[config.mk]
export PLATFORM = sky130hd
export DESIGN_NAME = key_click_event_detector_flat
export DESIGN_NICKNAME = d
export VERILOG_FILES = /design/src/hw/rtl/kced_pkg.sv /design/src/hw/rtl/kced_if.sv /design/src/hw/rtl/kced_cfg.sv /design/src/hw/rtl/key_click_event_detector.sv /design/src/flat_wrapper.sv
export SDC_FILE = /design/constraint.sdc
export NUM_CORES = 1
export LEC_CHECK = 0
export BUFFER_PORTS_ARGS = -buffer_cell sky130_fd_sc_hd__buf_2
export CAP_MARGIN = 0
export CORE_AREA = 2 2 128 130
export CTS_BUF_LIST = sky130_fd_sc_hd__clkbuf_2
export CTS_CLUSTER_DIAMETER = 200
export DETAILED_ROUTE_END_ITERATION = 7
export DIE_AREA = 0 0 130 132
export GPL_TIMING_DRIVEN = 1
export SETUP_SLACK_MARGIN = 0.1
export SLEW_MARGIN = 10
export SYNTH_ARGS = -nofsm -noshare
export SYNTH_HDL_FRONTEND = slang
export SYNTH_SLANG_ARGS = --single-unit
export TNS_END_PERCENT = 1
[constraint.sdc]
create_clock -name clk -period 3.5 [get_ports clk]
set_input_delay 0.7 -clock clk [delete_from_list [all_inputs] [get_ports clk]]
set_output_delay 0.7 -clock clk [all_outputs]
set_load 0.005 [all_outputs]
[src/hw/rtl/kced_pkg.sv]
`default_nettype none
package kced_pkg;

	// counter and register widths
	localparam int TICK_W = 16;
	localparam int CFG_W  = 16;
	localparam int IDX_W  = 2;

	// event codes
	localparam logic [1:0] EV_NONE   = 2'd0;
	localparam logic [1:0] EV_SINGLE = 2'd1;
	localparam logic [1:0] EV_DOUBLE = 2'd2;
	localparam logic [1:0] EV_LONG   = 2'd3;

	// phase codes
	localparam logic [1:0] PH_RELEASED = 2'd0;
	localparam logic [1:0] PH_PRESSED  = 2'd1;
	localparam logic [1:0] PH_LONG     = 2'd2;

	// register indexes
	localparam logic [IDX_W-1:0] REG_SHORT_MIN  = 2'd0;
	localparam logic [IDX_W-1:0] REG_LONG_LIMIT = 2'd1;
	localparam logic [IDX_W-1:0] REG_CLICK_GAP  = 2'd2;

	typedef struct packed {
		logic [CFG_W-1:0] short_min_ticks;
		logic [CFG_W-1:0] long_limit_ticks;
		logic [CFG_W-1:0] click_gap_ticks;
	} cfg_t;

	// saturating tick counter increment
	function automatic logic [TICK_W-1:0] sat_inc(input logic [TICK_W-1:0] v);
		logic [TICK_W-1:0] r;
		r = (v == {TICK_W{1'b1}}) ? v : v + {{(TICK_W-1){1'b0}}, 1'b1};
		return r;
	endfunction

endpackage
`default_nettype wire

[src/hw/rtl/kced_if.sv]
`default_nettype none
// key sample channel
interface kced_in_if;
	logic valid;
	logic ready;
	logic key_pressed;

	modport source (output valid, output key_pressed, input ready);
	modport sink (input valid, input key_pressed, output ready);
endinterface

// event result channel
interface kced_out_if;
	logic       valid;
	logic       ready;
	logic [1:0] event_fired;
	logic [1:0] last_event;
	logic       key_level;
	logic [1:0] phase;

	modport source (output valid, output event_fired, output last_event,
		output key_level, output phase, input ready);
	modport sink (input valid, input event_fired, input last_event,
		input key_level, input phase, output ready);
endinterface
`default_nettype wire

[src/hw/rtl/kced_cfg.sv]
`default_nettype none
module kced_cfg (
	input  wire logic                           clk,
	input  wire logic                           arst_n,
	input  wire logic                           cfg_we,
	input  wire logic [kced_pkg::IDX_W-1:0]     cfg_index,
	input  wire logic [kced_pkg::CFG_W-1:0]     cfg_wdata,
	output kced_pkg::cfg_t                      cfg
);

	kced_pkg::cfg_t cfg_q;

	// register file; unknown index is ignored
	always_ff @(posedge clk or negedge arst_n) begin
		if (!arst_n) begin
			cfg_q.short_min_ticks  <= kced_pkg::CFG_W'(2);
			cfg_q.long_limit_ticks <= kced_pkg::CFG_W'(100);
			cfg_q.click_gap_ticks  <= kced_pkg::CFG_W'(30);
		end else if (cfg_we) begin
			unique case (cfg_index)
				kced_pkg::REG_SHORT_MIN:  cfg_q.short_min_ticks  <= cfg_wdata;
				kced_pkg::REG_LONG_LIMIT: cfg_q.long_limit_ticks <= cfg_wdata;
				kced_pkg::REG_CLICK_GAP:  cfg_q.click_gap_ticks  <= cfg_wdata;
				default: ;
			endcase
		end
	end

	assign cfg = cfg_q;

endmodule
`default_nettype wire

[src/hw/rtl/key_click_event_detector.sv]
`default_nettype none
// Key click event detector.
// One key sample per transfer enters on the sample channel (key_pressed).
// Each sample yields exactly one result on the result channel: the event of
// this tick (none, single, double, long press), the sticky last event, the
// sampled key level and the phase after the tick.
// Latency: the result is valid the cycle after the sample transfer.
// Throughput: one sample per cycle while the receiver is not stalling; the
// state update and the result register are loaded in the same cycle from the
// sample and the current state. When the receiver stalls, the result
// register holds and sample.ready drops until the result is taken; a sample
// is taken in the same cycle the pending result leaves.
// Configuration (short_min, long_limit, click_gap) is written through
// cfg_we/cfg_index/cfg_wdata; the user must write it only while the block is
// idle, which the block itself does not enforce; unknown indexes are ignored.
// Reset (arst_n low) clears the phase to released, both counters, the
// pending click, the last event and the result valid; registers return to
// short_min 2, long_limit 100, click_gap 30.
module key_click_event_detector (
	input  wire logic                           clk,
	input  wire logic                           arst_n,
	input  wire logic                           cfg_we,
	input  wire logic [kced_pkg::IDX_W-1:0]     cfg_index,
	input  wire logic [kced_pkg::CFG_W-1:0]     cfg_wdata,
	kced_in_if.sink                             sample,
	kced_out_if.source                          result
);

	kced_pkg::cfg_t cfg;

	logic [1:0]                  phase_q;
	logic [kced_pkg::TICK_W-1:0] hold_q;
	logic [kced_pkg::TICK_W-1:0] gap_q;
	logic                        pending_q;
	logic [1:0]                  last_q;

	logic                        out_valid_q;
	logic [1:0]                  ev_q;
	logic                        level_q;

	logic                        take;
	logic [1:0]                  phase_d;
	logic [kced_pkg::TICK_W-1:0] hold_d;
	logic [kced_pkg::TICK_W-1:0] gap_d;
	logic                        pending_d;
	logic [1:0]                  ev_d;
	logic [kced_pkg::TICK_W-1:0] hold_inc;
	logic [kced_pkg::TICK_W-1:0] gap_inc;

	kced_cfg u_cfg (
		.clk       (clk),
		.arst_n    (arst_n),
		.cfg_we    (cfg_we),
		.cfg_index (cfg_index),
		.cfg_wdata (cfg_wdata),
		.cfg       (cfg)
	);

	// accept while the result slot is empty or draining
	assign sample.ready = !out_valid_q || result.ready;
	assign take         = sample.valid && sample.ready;

	assign hold_inc = kced_pkg::sat_inc(hold_q);
	assign gap_inc  = kced_pkg::sat_inc(gap_q);

	// next-state and event logic
	always_comb begin
		phase_d   = phase_q;
		hold_d    = hold_q;
		gap_d     = gap_q;
		pending_d = pending_q;
		ev_d      = kced_pkg::EV_NONE;
		unique case (phase_q)
			kced_pkg::PH_PRESSED: begin
				if (sample.key_pressed) begin
					if (hold_inc > cfg.long_limit_ticks) begin
						hold_d  = '0;
						phase_d = kced_pkg::PH_LONG;
						ev_d    = kced_pkg::EV_LONG;
					end else begin
						hold_d = hold_inc;
					end
				end else begin
					phase_d = kced_pkg::PH_RELEASED;
					hold_d  = '0;
					// release inside the click window
					if (hold_q >= cfg.short_min_ticks && hold_q < cfg.long_limit_ticks) begin
						gap_d = '0;
						if (pending_q) begin
							pending_d = 1'b0;
							ev_d      = kced_pkg::EV_DOUBLE;
						end else begin
							pending_d = 1'b1;
						end
					end
				end
			end
			kced_pkg::PH_LONG: begin
				if (!sample.key_pressed)
					phase_d = kced_pkg::PH_RELEASED;
			end
			default: begin
				// released phase (and the unused code)
				if (sample.key_pressed) begin
					hold_d  = '0;
					phase_d = kced_pkg::PH_PRESSED;
				end else begin
					phase_d = kced_pkg::PH_RELEASED;
					if (pending_q) begin
						if (gap_inc > cfg.click_gap_ticks) begin
							gap_d     = '0;
							pending_d = 1'b0;
							ev_d      = kced_pkg::EV_SINGLE;
						end else begin
							gap_d = gap_inc;
						end
					end
				end
			end
		endcase
	end

	// state registers
	always_ff @(posedge clk or negedge arst_n) begin
		if (!arst_n) begin
			phase_q   <= kced_pkg::PH_RELEASED;
			hold_q    <= '0;
			gap_q     <= '0;
			pending_q <= 1'b0;
			last_q    <= kced_pkg::EV_NONE;
		end else if (take) begin
			phase_q   <= phase_d;
			hold_q    <= hold_d;
			gap_q     <= gap_d;
			pending_q <= pending_d;
			if (ev_d != kced_pkg::EV_NONE)
				last_q <= ev_d;
		end
	end

	// result valid flag
	always_ff @(posedge clk or negedge arst_n) begin
		if (!arst_n) begin
			out_valid_q <= 1'b0;
		end else if (take) begin
			out_valid_q <= 1'b1;
		end else if (result.ready) begin
			out_valid_q <= 1'b0;
		end
	end

	// result payload
	always_ff @(posedge clk) begin
		if (take) begin
			ev_q    <= ev_d;
			level_q <= sample.key_pressed;
		end
	end

	assign result.valid       = out_valid_q;
	assign result.event_fired = ev_q;
	assign result.last_event  = last_q;
	assign result.key_level   = level_q;
	assign result.phase       = phase_q;

endmodule
`default_nettype wire
[src/flat_wrapper.sv]
// flat-port wrapper written by rule: the top's interface ports become plain ports
module key_click_event_detector_flat 
  (clk, arst_n, cfg_we, cfg_index, cfg_wdata, sample_valid, sample_key_pressed, sample_ready, result_valid, result_event_fired, result_last_event, result_key_level, result_phase, result_ready);
  kced_in_if sample_i ();
  kced_out_if result_i ();
  input  wire logic clk;
  input  wire logic arst_n;
  input  wire logic cfg_we;
  input  wire logic [kced_pkg::IDX_W-1:0] cfg_index;
  input  wire logic [kced_pkg::CFG_W-1:0] cfg_wdata;
  input wire logic [$bits(sample_i.valid)-1:0] sample_valid;
  input wire logic [$bits(sample_i.key_pressed)-1:0] sample_key_pressed;
  output wire logic [$bits(sample_i.ready)-1:0] sample_ready;
  output wire logic [$bits(result_i.valid)-1:0] result_valid;
  output wire logic [$bits(result_i.event_fired)-1:0] result_event_fired;
  output wire logic [$bits(result_i.last_event)-1:0] result_last_event;
  output wire logic [$bits(result_i.key_level)-1:0] result_key_level;
  output wire logic [$bits(result_i.phase)-1:0] result_phase;
  input wire logic [$bits(result_i.ready)-1:0] result_ready;
  assign sample_i.valid = sample_valid;
  assign sample_i.key_pressed = sample_key_pressed;
  assign sample_ready = sample_i.ready;
  assign result_valid = result_i.valid;
  assign result_event_fired = result_i.event_fired;
  assign result_last_event = result_i.last_event;
  assign result_key_level = result_i.key_level;
  assign result_phase = result_i.phase;
  assign result_i.ready = result_ready;
  key_click_event_detector u_core (.clk(clk), .arst_n(arst_n), .cfg_we(cfg_we), .cfg_index(cfg_index), .cfg_wdata(cfg_wdata), .sample(sample_i), .result(result_i));
endmodule
==> key figures <==
Run status
  – Outcome: complete, but fails checks
  – Failing checks: negative setup slack

Pwr
  – Logic pwr share: 0.336
  – P_sw: 922.6 uW
  – Cell Int Power: 1.779 mW
  – Leakage power: 3.571 nW
  – Register share of total power: 0.464
  – Power Dens Cells: 373.9 nW/um2
  – Total power: 2.702 mW
  – Sw Share: 0.3415
  – VDD IR max: 0.1692 mV
  – Clk pwr share: 0.200

Floorplanning
  – Die Y: 132 um
  – Die ar.: 17,160 um2
  – Row cnt: 46
  – Initial Util: 0.3757
  – Num ports: 33
  – Core Area: 15,710 um2
  – Horiz. Die Dim: 130 um

STA
  – Max Slew Vio Count: 0
  – RSZ-0062 raised after global routing: yes
  – Clk_skew: 0.03009 ns
  – Final Cycle Share: 1.001
  – Final setup fails: 1
  – Slew @ Worst Pin: 0.9331 ns
  – Max-slew headroom: 0.3761
  – Final setup margin: -0.003694 ns
  – Fin crit period: 3.504 ns
  – Hold_ws: 0.04279 ns
  – Fin. Hold Viols: 0
  – Max Fclk: 0.2854 GHz

Worst setup path
  – Startpoint Class: register
  – Worst path slowest cell: dfrtp_1
  – Type of the worst setup path: register to register
  – Critical Path RT: 4.03 ns
  – Crit end category: register
  – Critical path's top delay family: simple AND/OR/NAND/NOR gates
  – Max FO, Critical Path: 5
  – Worst r2r path cells: 16
  – WP depth: 16
  – Cells along the critical path: ha_2, nand3_4, nor4_4, buf_4, nand3_4, nand2b_4, nor2_2, xnor2_2, ha_1, nand4_1, or3_1, o211ai_1, buf_4, a21boi_4, and3_1, a221o_1
  – Crit path buf inv count: 2
  – Max incr delay on CP: 0.41 ns
  – Arrival time of the worst setup path: 4.03 ns

Global routing
  – Antenna violations before repair: 0
  – GRT overflow: 0
  – Largest net degree at the start of global routing: 46
  – Global-route wire length before repair: 24,560 um
  – Vias in the first global route: 4,883
  – Total track usage: 0.1800

CTS
  – Clock-pin slew on the worst setup and hold paths: 0.25 ns
  – Cts bufs inserted: 9
  – Post-CTS Hold Buffers: 0
  – Clk root buf: clkbuf_2
  – # H-tree levels: 3
  – Worst skew pair latency: 0.62 ns
  – CTS sink count: 89
  – Clock buffer depth: 2
  – TritonCTS clock tree: done

Final layout
  – Layout cells sized above 1: 0.3199
  – FF+latch area: 2253 um2
  – Commonest non-fill, non-tap cell in the layout: dfrtp_1
  – Area grow syn2layout: 22.42%
  – Most frequent cells in the layout: dfrtp_1 (77), buf_4 (67), ha_1 (63)
  – Multi-input gate area: 3647 um2
  – Nets: 805
  – Antenna diodes: 0
  – FILL cells: 1,512

Placed design
  – Post-detail-place hpwl: 11,040 um
  – Final GP Congestion: 0.8296
  – Port Buffers: 32

Synthesis
  – Synth Register Bits: 89
  – Number of distinct library cells after synthesis: 65
  – Synth async-reset ratio: 0.9663
  – Synth warn: 0
  – Cells after Synth: 614
  – Synth Cell Area: 5903 um2
  – Yosys top cell area share: 0.3306
  – Top_reg_cell synth: dfrtp_1
  – Synthesized area per cell: 9.614 um2
  – Leading area contributor after synthesis: dfrtp_1
  – Syn nets: 705
  – Post-synthesis sequential area ratio: 0.3815
  – Top post-synthesis cells by area: dfrtp_1 (33%), ha_1 (14%), mux2_2 (6.9%)
  – Number of synthesized flops with an enable pin: 3

Routing
  – Routed Antenna Nets: 0
  – Starting DRT DRC Count: 207
  – Via count: 4,876
  – DR DRC count: 0
  – Vias per inst: 5.215
  – Final WL: 14,760 um
  – WL/cell: 15.79 um
  – TritonRoute pass-1 iters: 5

Flow run
  – Max Cap Viol: 0

Min path
  – Worst hold path type: primary input to async pin
path summary, 6_finish.rpt:
check	start	end	slack (ns)
worst min register to register	u_core.u_cfg.cfg[10]	u_core.u_cfg.cfg[10]	0.54
worst max-delay path	u_core.gap_q[1]	u_core.gap_q[13]	-0.004
max in group asynchronous	arst_n	u_core.u_cfg.cfg[4]	2.64
worst min-delay path	arst_n	u_core.u_cfg.cfg[43]	0.04
worst max register to register	u_core.gap_q[1]	u_core.gap_q[13]	-0.004
min in group clk	sample_valid	u_core.result.valid	0.29
power groups by stage:
stage | combinational, mW | clock (mW) | sequential, mW
CTS | 0.875 | 0.564 | 1.25
detailed placement | 0.808 | 0 | 1.27
global placement | 0.773 | 0 | 1.26
finish | 0.908 | 0.541 | 1.25
global route | 1.03 | 0.606 | 1.27
floorplan | 0.534 | 0 | 1.26
metal layers:
metal	share of wire	track usage
met3	0.037	0.04505
met2	0.46	0.2824
met1	0.49	0.2474
met5	0	0
met4	0.011	0.04719
cell usage after synthesis (7+ instances only):
cell type,count
and2_1,7
o21ai_0,31
nor3_1,8
nand2b_1,8
a21o_1,11
nand4_1,17
nor2_1,38
o21a_1,7
mux2_2,36
nor2b_1,7
and3_1,7
xnor2_1,11
nand3_1,9
ha_1,67
dfrtp_1,78
clkbuf_1,10
dfstp_2,8
a22o_1,9
a21oi_1,36
nand2_1,60
inv_1,57
sequential cells by signal, indices dropped and copies added, names as in the netlist:
register	cells
u_core.result.last_event	2
u_core.result.event_fired	2
u_core.result.valid	1
u_core.pending_q	1
u_core.gap_q	16
u_core.u_cfg.cfg	48
u_core.result.phase	2
u_core.hold_q	16
u_core.result.key_level	1
kinds of logic (layout without fill, tap and decap cells):
group                    Yosys count  after routing  share of synthesized area
AND/OR/NAND/NOR                  187            187                     0.1657
AO/OA/AOI/OAI                    144            146                     0.1679
flip-flops                        89             89                     0.3815
buffers and inverters             75            178                    0.05045
adder cells (fa/ha/maj)           67             67                     0.1420
multiplexers                      36             36                    0.06867
XOR/XNOR                          16             16                    0.02374
metrics by stage:
| stage | worst slack [ns] | util | instances | cell area (um2) | setup TNS, ns |
|---|---|---|---|---|---|
| floorplan | 0.1009 | - | 614 | 5911 | 0 |
| global placement | -0.1815 | 0.4225 | 894 | 6639 | -2.668 |
| detailed placement | -0.2093 | 0.4225 | 894 | 6639 | -3.132 |
| CTS | 0.02982 | 0.4470 | 924 | 7023 | 0 |
| global route | -0.1805 | 0.4599 | 935 | 7227 | -2.886 |
| finish | -0.003694 | 0.4599 | 935 | 7227 | -0.003694 |
area by class of cell:
type | instances | area share
repair buffers | 105 | 0.1020
multi-input cells | 452 | 0.5047
clock inverters | 4 | 0.006233
well taps | 216 | 0.03740
inverters | 57 | 0.02961
flip-flops and latches | 89 | 0.3118
clock buffers | 12 | 0.008310
timing repair:
item                                    in CTS  in global routing
endpoints found under the setup margin      36                 39
pin swaps                                   19                 23
resized for setup                           33                 27
gates cloned                                 1                  1
buffers inserted                            13                 10
Power figures use the tool's default switching activity.
